<file path="src/rtl/dbcw_pkg.sv">
// ---------------------------------------------------------------------------
// dbcw_pkg
// Types and constants shared by the delay-based congestion window modules.
// ---------------------------------------------------------------------------
`timescale 1ns / 1ps
`default_nettype none

package dbcw_pkg;

    localparam int unsigned TIME_W   = 32;
    localparam int unsigned WIN_W    = 16;
    localparam int unsigned GAIN_W   = 3;
    localparam int unsigned RATIO_W  = 8;
    localparam int unsigned MEAN_W   = 40;
    localparam int unsigned DEV_W    = 35;
    localparam int unsigned CFG_IDX_W  = 2;
    localparam int unsigned CFG_DATA_W = 8;

    localparam int unsigned MAX_WINDOW_DEF = 65535;

    localparam logic [GAIN_W-1:0]  GAIN_RST  = GAIN_W'(3);
    localparam logic [RATIO_W-1:0] UPPER_RST = RATIO_W'(48);
    localparam logic [RATIO_W-1:0] LOWER_RST = RATIO_W'(24);
    localparam logic [TIME_W-1:0]  TIMEOUT_RST = TIME_W'(1000);
    localparam logic [WIN_W-1:0]   WINDOW_RST  = WIN_W'(5);

    typedef enum logic [CFG_IDX_W-1:0] {
        CFG_MEAN_GAIN_SHIFT = 2'd0,
        CFG_UPPER_RATIO     = 2'd1,
        CFG_LOWER_RATIO     = 2'd2
    } t_cfg_idx;

    // Step controls for the state-update stage.
    typedef struct packed {
        logic load;     // item in the input stage updates the state
        logic advance;  // item in the update stage moves to the output stage
    } t_stage_ctl;

endpackage

`default_nettype wire

</file>
<file path="src/rtl/delay_based_congestion_window.sv">
// ---------------------------------------------------------------------------
// delay_based_congestion_window
// Delay-based congestion window with a smoothed delay and timeout estimator.
// ---------------------------------------------------------------------------
// Usage:
// Each transfer on the input channel is one acknowledgement with its send and
// arrival timestamps in milliseconds. Each one produces exactly one transfer on
// the output channel carrying the congestion window and the retransmit timeout
// in effect after that acknowledgement.
// The block has three register stages: the input register, the state-update
// stage and the output register. A result is valid once its input has passed
// the state-update stage into the output register. One acknowledgement can be
// taken every cycle while the receiver does not stall; the rate is set by the
// update stage, where the window, minimum delay, mean and deviation loops close.
// When the receiver stalls, the output register holds its result and the
// stages behind it fill up; input ready drops only when all three are full.
// Configuration writes are taken at any time on their own channel (ready is
// always high) and must only be issued while the block is empty.
// Reset clears the pipeline, restores the register defaults, sets the window
// to 5, the timeout to 1000 ms and marks the delay estimator as unseeded.
// ---------------------------------------------------------------------------
`timescale 1ns / 1ps
`default_nettype none

module delay_based_congestion_window #(
    parameter int unsigned MAX_WINDOW = dbcw_pkg::MAX_WINDOW_DEF
) (
    input  wire logic                                 i_clk,
    input  wire logic                                 i_rst_n,
    // Configuration write channel.
    input  wire logic                                 i_cfg_valid,
    output logic                                      o_cfg_ready,
    input  wire logic [dbcw_pkg::CFG_IDX_W-1:0]       i_cfg_index,
    input  wire logic [dbcw_pkg::CFG_DATA_W-1:0]      i_cfg_data,
    // Acknowledgement input channel.
    input  wire logic                                 i_in_valid,
    output logic                                      o_in_ready,
    input  wire logic [dbcw_pkg::TIME_W-1:0]          i_sent_time_ms,
    input  wire logic [dbcw_pkg::TIME_W-1:0]          i_ack_time_ms,
    // Result output channel.
    output logic                                      o_out_valid,
    input  wire logic                                 i_out_ready,
    output logic      [dbcw_pkg::WIN_W-1:0]           o_window_datagrams,
    output logic      [dbcw_pkg::TIME_W-1:0]          o_timeout_value_ms
);

    localparam int unsigned TW = dbcw_pkg::TIME_W;
    localparam int unsigned WW = dbcw_pkg::WIN_W;

    // Configuration registers.
    logic [dbcw_pkg::GAIN_W-1:0]  r_gain,  n_gain;
    logic [dbcw_pkg::RATIO_W-1:0] r_upper, n_upper;
    logic [dbcw_pkg::RATIO_W-1:0] r_lower, n_lower;

    // Pipeline occupancy and payload.
    logic          r_v1, n_v1;
    logic          r_v2, n_v2;
    logic          r_v3, n_v3;
    logic [TW-1:0] r_sent, n_sent;
    logic [TW-1:0] r_ack,  n_ack;
    logic [WW-1:0] r_out_window, n_out_window;

    logic          en1, en2, en3;
    logic [TW-1:0] delay;
    logic [WW-1:0] window;
    dbcw_pkg::t_stage_ctl ctl;

    // A stage may take new content when it is empty or its content moves on.
    assign en3 = !r_v3 || i_out_ready;
    assign en2 = !r_v2 || en3;
    assign en1 = !r_v1 || en2;

    assign ctl.load    = r_v1 && en2;
    assign ctl.advance = r_v2 && en3;

    // A negative difference is clamped to zero.
    assign delay = (r_ack >= r_sent) ? (r_ack - r_sent) : '0;

    always_comb begin
        n_gain  = r_gain;
        n_upper = r_upper;
        n_lower = r_lower;
        if (i_cfg_valid) begin
            case (dbcw_pkg::t_cfg_idx'(i_cfg_index))
                dbcw_pkg::CFG_MEAN_GAIN_SHIFT: n_gain  = i_cfg_data[dbcw_pkg::GAIN_W-1:0];
                dbcw_pkg::CFG_UPPER_RATIO:     n_upper = i_cfg_data;
                dbcw_pkg::CFG_LOWER_RATIO:     n_lower = i_cfg_data;
                default: ;
            endcase
        end
    end

    always_comb begin
        n_v1 = en1 ? i_in_valid : r_v1;
        n_v2 = en2 ? r_v1 : r_v2;
        n_v3 = en3 ? r_v2 : r_v3;

        n_sent = r_sent;
        n_ack  = r_ack;
        if (i_in_valid && en1) begin
            n_sent = i_sent_time_ms;
            n_ack  = i_ack_time_ms;
        end

        n_out_window = r_out_window;
        if (ctl.advance) begin
            n_out_window = window;
        end
    end

    always_ff @(posedge i_clk) begin
        if (!i_rst_n) begin
            r_gain  <= dbcw_pkg::GAIN_RST;
            r_upper <= dbcw_pkg::UPPER_RST;
            r_lower <= dbcw_pkg::LOWER_RST;
            r_v1    <= 1'b0;
            r_v2    <= 1'b0;
            r_v3    <= 1'b0;
        end else begin
            r_gain  <= n_gain;
            r_upper <= n_upper;
            r_lower <= n_lower;
            r_v1    <= n_v1;
            r_v2    <= n_v2;
            r_v3    <= n_v3;
        end
    end

    always_ff @(posedge i_clk) begin
        r_sent       <= n_sent;
        r_ack        <= n_ack;
        r_out_window <= n_out_window;
    end

    dbcw_window #(
        .MAX_WINDOW (MAX_WINDOW)
    ) u_window (
        .i_clk    (i_clk),
        .i_rst_n  (i_rst_n),
        .i_ctl    (ctl),
        .i_upper  (r_upper),
        .i_lower  (r_lower),
        .i_delay  (delay),
        .o_window (window)
    );

    // The timeout register only changes when an item enters the output stage,
    // so it serves directly as the output payload.
    dbcw_estimator u_estimator (
        .i_clk     (i_clk),
        .i_rst_n   (i_rst_n),
        .i_ctl     (ctl),
        .i_gain    (r_gain),
        .i_delay   (delay),
        .o_timeout (o_timeout_value_ms)
    );

    assign o_cfg_ready        = 1'b1;
    assign o_in_ready         = en1;
    assign o_out_valid        = r_v3;
    assign o_window_datagrams = r_out_window;

endmodule

`default_nettype wire

</file>
<file path="src/rtl/dbcw_estimator.sv">
// ---------------------------------------------------------------------------
// dbcw_estimator
// Smoothed delay mean and mean deviation, and the retransmit timeout.
// ---------------------------------------------------------------------------
`timescale 1ns / 1ps
`default_nettype none

module dbcw_estimator (
    input  wire logic                              i_clk,
    input  wire logic                              i_rst_n,
    input  wire dbcw_pkg::t_stage_ctl              i_ctl,
    input  wire logic [dbcw_pkg::GAIN_W-1:0]       i_gain,
    input  wire logic [dbcw_pkg::TIME_W-1:0]       i_delay,
    output logic      [dbcw_pkg::TIME_W-1:0]       o_timeout
);

    localparam int unsigned MW = dbcw_pkg::MEAN_W;
    localparam int unsigned DW = dbcw_pkg::DEV_W;
    localparam int unsigned TW = dbcw_pkg::TIME_W;

    logic          r_have, n_have;
    logic          r_upd,  n_upd;
    logic [MW-1:0] r_mean, n_mean;
    logic [DW-1:0] r_dev,  n_dev;
    logic [TW-1:0] r_timeout, n_timeout;

    logic [MW-1:0] mean_sh;
    logic [MW-1:0] delay_ext;
    logic [MW:0]   mean_sum;
    logic [MW-1:0] abs_err;
    logic [DW-1:0] dev_decay;
    logic [MW:0]   dev_sum;
    logic [MW-1:0] cur_sh;
    logic [MW:0]   tmo_sum;

    always_comb begin
        delay_ext = MW'(i_delay);
        mean_sh   = r_mean >> i_gain;
        // r_mean - mean_sh never goes negative, so only the top needs a clamp.
        mean_sum  = {1'b0, r_mean} - {1'b0, mean_sh} + {1'b0, delay_ext};
        abs_err   = (delay_ext >= mean_sh) ? (delay_ext - mean_sh) : (mean_sh - delay_ext);
        dev_decay = r_dev - (r_dev >> 2);
        dev_sum   = (MW+1)'(dev_decay) + (MW+1)'(abs_err);

        n_have = r_have;
        n_upd  = r_upd;
        n_mean = r_mean;
        n_dev  = r_dev;
        if (i_ctl.load) begin
            n_have = 1'b1;
            n_upd  = r_have;
            if (!r_have) begin
                n_mean = delay_ext << i_gain;
                n_dev  = '0;
            end else begin
                n_mean = mean_sum[MW] ? {MW{1'b1}} : mean_sum[MW-1:0];
                n_dev  = (|dev_sum[MW:DW]) ? {DW{1'b1}} : dev_sum[DW-1:0];
            end
        end
    end

    // The timeout is formed from the state left by the item in the update stage.
    always_comb begin
        cur_sh    = r_mean >> i_gain;
        tmo_sum   = (MW+1)'(cur_sh) + (MW+1)'(r_dev);
        n_timeout = r_timeout;
        if (i_ctl.advance && r_upd) begin
            n_timeout = (|tmo_sum[MW:TW]) ? {TW{1'b1}} : tmo_sum[TW-1:0];
        end
    end

    always_ff @(posedge i_clk) begin
        if (!i_rst_n) begin
            r_have    <= 1'b0;
            r_upd     <= 1'b0;
            r_mean    <= '0;
            r_dev     <= '0;
            r_timeout <= dbcw_pkg::TIMEOUT_RST;
        end else begin
            r_have    <= n_have;
            r_upd     <= n_upd;
            r_mean    <= n_mean;
            r_dev     <= n_dev;
            r_timeout <= n_timeout;
        end
    end

    assign o_timeout = r_timeout;

endmodule

`default_nettype wire

</file>
<file path="src/rtl/dbcw_window.sv">
// ---------------------------------------------------------------------------
// dbcw_window
// Minimum delay tracking and the delay-threshold congestion window.
// ---------------------------------------------------------------------------
`timescale 1ns / 1ps
`default_nettype none

module dbcw_window #(
    parameter int unsigned MAX_WINDOW = dbcw_pkg::MAX_WINDOW_DEF
) (
    input  wire logic                              i_clk,
    input  wire logic                              i_rst_n,
    input  wire dbcw_pkg::t_stage_ctl              i_ctl,
    input  wire logic [dbcw_pkg::RATIO_W-1:0]      i_upper,
    input  wire logic [dbcw_pkg::RATIO_W-1:0]      i_lower,
    input  wire logic [dbcw_pkg::TIME_W-1:0]       i_delay,
    output logic      [dbcw_pkg::WIN_W-1:0]        o_window
);

    localparam int unsigned TW = dbcw_pkg::TIME_W;
    localparam int unsigned WW = dbcw_pkg::WIN_W;
    localparam int unsigned PW = dbcw_pkg::TIME_W + dbcw_pkg::RATIO_W;
    localparam logic [WW-1:0] MaxWin = WW'(MAX_WINDOW);
    // floor(n / 100) = (n * RecipM) >> RecipK, exact for n below 2^17.
    localparam int unsigned RecipK = 24;
    localparam int unsigned NW     = WW + 1;
    localparam int unsigned RW     = 18;
    localparam logic [RW-1:0] RecipM = RW'(167773);

    logic [TW-1:0] r_min,    n_min;
    logic [WW-1:0] r_window, n_window;
    logic [WW-1:0] r_grow,   n_grow;

    logic [PW-1:0]    delay16;
    logic [PW-1:0]    hi_lim;
    logic [PW-1:0]    lo_lim;
    logic [NW-1:0]    ceil_num;
    logic [NW+RW-1:0] ceil_prod;
    logic [WW-1:0]    ceil_q;
    logic [WW-1:0]    shrunk;
    logic [WW-1:0]    grow_inc;

    always_comb begin
        n_min   = (i_delay < r_min) ? i_delay : r_min;
        delay16 = PW'({i_delay, 4'b0000});
        hi_lim  = PW'(i_upper) * PW'(n_min);
        lo_lim  = PW'(i_lower) * PW'(n_min);

        // floor(99w/100) = w - ceil(w/100)
        ceil_num  = NW'(r_window) + NW'(99);
        ceil_prod = (NW+RW)'(ceil_num) * (NW+RW)'(RecipM);
        ceil_q    = WW'(ceil_prod[NW+RW-1:RecipK]);
        shrunk    = r_window - ceil_q;

        grow_inc = (r_grow != {WW{1'b1}}) ? (r_grow + WW'(1)) : r_grow;

        n_window = r_window;
        n_grow   = r_grow;
        if (i_ctl.load) begin
            if (delay16 > hi_lim) begin
                n_grow   = '0;
                n_window = (shrunk == '0) ? WW'(1) : shrunk;
            end else if (delay16 <= lo_lim) begin
                if (grow_inc >= r_window) begin
                    n_grow   = '0;
                    n_window = (r_window < MaxWin) ? (r_window + WW'(1)) : r_window;
                end else begin
                    n_grow = grow_inc;
                end
            end
        end else begin
            n_min = r_min;
        end
    end

    always_ff @(posedge i_clk) begin
        if (!i_rst_n) begin
            r_min    <= {TW{1'b1}};
            r_window <= dbcw_pkg::WINDOW_RST;
            r_grow   <= '0;
        end else begin
            r_min    <= n_min;
            r_window <= n_window;
            r_grow   <= n_grow;
        end
    end

    assign o_window = r_window;

endmodule

`default_nettype wire

</file>
<file path="config.mk">
export PLATFORM = sky130hd
export DESIGN_NAME = delay_based_congestion_window
export DESIGN_NICKNAME = d
export VERILOG_FILES = /design/src/rtl/dbcw_pkg.sv /design/src/rtl/delay_based_congestion_window.sv /design/src/rtl/dbcw_estimator.sv /design/src/rtl/dbcw_window.sv
export SDC_FILE = /design/constraint.sdc
export NUM_CORES = 2
export LEC_CHECK = 0
export ABC_AREA = 0
export BUFFER_PORTS_ARGS = -buffer_cell sky130_fd_sc_hd__buf_2
export CAP_MARGIN = 40
export CELL_PAD_IN_SITES_DETAIL_PLACEMENT = 1
export CELL_PAD_IN_SITES_GLOBAL_PLACEMENT = 1
export CORE_MARGIN = 3
export CORE_UTILIZATION = 46
export DETAILED_ROUTE_END_ITERATION = 6
export PLACE_DENSITY_LB_ADDON = 0.1
export SLEW_MARGIN = 20
export SYNTH_ARGS = -nofsm -noshare
export SYNTH_HDL_FRONTEND = slang
export SYNTH_SLANG_ARGS = --single-unit
</file>
<file path="constraint.sdc">
create_clock -name i_clk -period 12.6 [get_ports i_clk]
set_clock_uncertainty 0.1 [all_clocks]
set_input_delay 0.63 -clock i_clk [delete_from_list [all_inputs] [get_ports i_clk]]
set_output_delay 0.63 -clock i_clk [all_outputs]
set_load 0.02 [all_outputs]
</file>
==> metrics.txt <==
Nets roughly 8000; fin crit share 0.977; Slowest cell on crit path or4_4; Crit Path Category reg2reg; Seq. cell area 6310 um^2; post-synth top area cell fa_1; Vias 48137; Setup Viol. Count Final 0; Overall Power 15.8 mW; FILL cells ~13000; root buf cell clkbuf_16; worst-skew pair later-pin latency approximately 0.60 ns; Critical Path AT roughly 13 ns; final setup margin 0.285 ns; EDFF count, synth 80; final core occ 0.544; routed len/inst between 20 and 25 um; Max Root-Sink Buffers 3; Synth Instances between 6000 and 7000; Top FF cell, synth dfxtp_1; FF+latch count, synth around 280; share of flip-flops with an asynchronous set or reset 0; max-slew violations 0; maximum vdd drop around 290 uV; MaxCap Viol Count 0; remaining antenna violation count 0; top-area cell type share of the netlist area 0.197; RD Place Congestion around 0.92; die width around 340 um; vias in the first global route 51764; Critical Path Source Type register; critical path peak fanout 7; Achievable Freq 81.2 MHz; worst endpoint required time ~13 ns; Initial Util 0.465; RSZ-0062 raised after global routing true; status finished clean; Reg clk slew, reported paths 0.06 ns; Via density a little under 6; Final min period ~12 ns; Core Area 111000 um^2; Post-Syn Nets roughly 7500; top cells by area, synth fa_1, ha_1, dfxtp_1, inv_1, edfxtp_1; # port buffers between 100 and 150; share of cells above drive strength 1 0.157; grt ovf 0; synthesized area 51600 um^2; die area ~120000 um^2; GRT Total Usage 0.315; area of the multi-input gates 42200 um^2; crit end category register; P_leak around 29 nW; largest net degree at the start of global routing 65; synth warn 0; drt pass-1 iters 7; post-DP HPWL approximately 150 mm; drt drc 0; top-count cell post-synth inv_1; Post-synth top cells inv_1, ha_1, nand2_1; H-tree depth 2; PwrDens 262 nW/um^2; TritonCTS clock tree done; Mean Syn Cell Area approximately 8 um^2; final hold viol count 0; # hold bufs at CTS 0; first-pass GRT wire length about 290 mm; boundary pin count between 100 and 150; clock sinks roughly 280; FP Rows roughly 120; DRT iter0 DRCs approximately 2600; DRT Wirelength roughly 190 mm; Layout area overhead 16.9%; Rel. slew slack 0.277; Die Y ~340 um; post-synthesis sequential area ratio 0.122; initial antenna violation count 0; Slew @ Worst Pin between 1 and 1.5 ns; Hold WC Path Type in2reg; CTS buffer count 37; DP Worst Slack -0.710 ns; Slowest Stage Delay on Critical Path ~0.57 ns; Distinct cells, synth 97
-- worst max-delay path, delay by kind of cell (launching register included) --
family	cells	cell delay, ns
DFF	1	0.38
AOI/OAI and AO/OA	22	3.77
adders and majority gates	8	3.13
xor gates and xnor gates	2	0.26
and+or+nand+nor	15	2.73
buffers and inverters	13	1.75
-- state kept, by name, summed over array words and instances (netlist names) --
name and flops:
u_estimator.r_mean 40, u_estimator.r_dev 35, r_ack 32, r_sent 32, u_estimator.o_timeout 32, u_window.r_min 32, o_window_datagrams 16, u_window.o_window 16
u_window.r_grow 16, r_lower 8, r_upper 8, r_gain 3, o_out_valid 1, r_v1 1, r_v2 1, u_estimator.r_have 1
u_estimator.r_upd 1
-- layer usage --
metal	track usage	routed length, um	vias up
met5	0	0	-
met4	0.124	9120	0
met3	0.0255	7390	380
met2	0.563	93900	1082
met1	0.392	78800	24324
li1	-	-	22351
-- repair_timing --
item	in CTS	in global routing
gates resized for setup	42	249
pin swaps	8	130
buffers inserted	6	50
setup endpoints to repair	32	32
gates cloned	0	7
-- worst paths after layout --
kind	cells after the start	slack, ns	from	endpoint
worst max-delay path	60	0.29	r_sent[3]$_DFFE_PP_	u_window.o_window[5]$_SDFFE_PN0P_
worst min-delay path	1	0.11	i_sent_time_ms[31]	r_sent[31]$_DFFE_PP_
worst min register to register	2	0.38	u_estimator.r_dev[0]$_SDFFE_PN0P_	u_estimator.r_dev[0]$_SDFFE_PN0P_
worst max register to register	60	0.29	r_sent[3]$_DFFE_PP_	u_window.o_window[5]$_SDFFE_PN0P_
-- logic make-up (layout without fill, tap and decap cells) --
family          after synthesis  in the layout  share of synthesized area
fa+ha+maj                  1143           1143                      0.351
xor+xnor                    281            281                     0.0479
flops                       275            275                      0.122
buf+inv                    1117           1635                     0.0822
simple gates               1797           1797                      0.175
other cells                   1              3                  0.0000726
mux                         119            119                     0.0307
compound gates             1544           1544                      0.191
-- metrics by stage --
stage	area [um^2]	TNS, ns	hold slack (ns)	instances
floorplan	51600	0	0.335	6277
global placement	57200	-9.49	0.364	8144
detailed placement	57200	-18.71	0.378	8152
CTS	58800	0	0.0661	8225
global route	60400	-5.67	0.0874	8283
finish	60400	0	0.107	8285
-- placed cells by master, fill, tap and decap left out, types with 96 or more instances in the layout --
| cell | instances |
|---|---|
| a21o_1 | 166 |
| inv_1 | 848 |
| dfxtp_1 | 192 |
| nor2_1 | 309 |
| and2_1 | 132 |
| ha_1 | 613 |
| buf_2 | 130 |
| xnor2_1 | 178 |
| nand2b_1 | 97 |
| o21ai_0 | 306 |
| fa_1 | 498 |
| nor2b_1 | 290 |
| xor2_1 | 96 |
| a21oi_1 | 442 |
| buf_4 | 508 |
| nand2_1 | 515 |
-- report_power, final --
group / switching (mW) / total, mW / internal (mW) / leakage [nW]
Combinational: 7.87 / 13.6 / 5.72 / 26.0
Clock: 0.483 / 1.18 / 0.702 / 0.648
Sequential: 0.0924 / 1.08 / 0.984 / 2.36
Total: 8.44 / 15.8 / 7.40 / 29.0
-- final cells by class --
type,count,area share
diodes,2,0.0000829
repair buffers,701,0.0894
flip-flops and latches,275,0.105
clock buffers,49,0.0176
inverters,867,0.0540
multi-input cells,4885,0.699
clock inverters,18,0.00402
well taps,1488,0.0308
No activity file was read; power rests on OpenSTA's default activity.
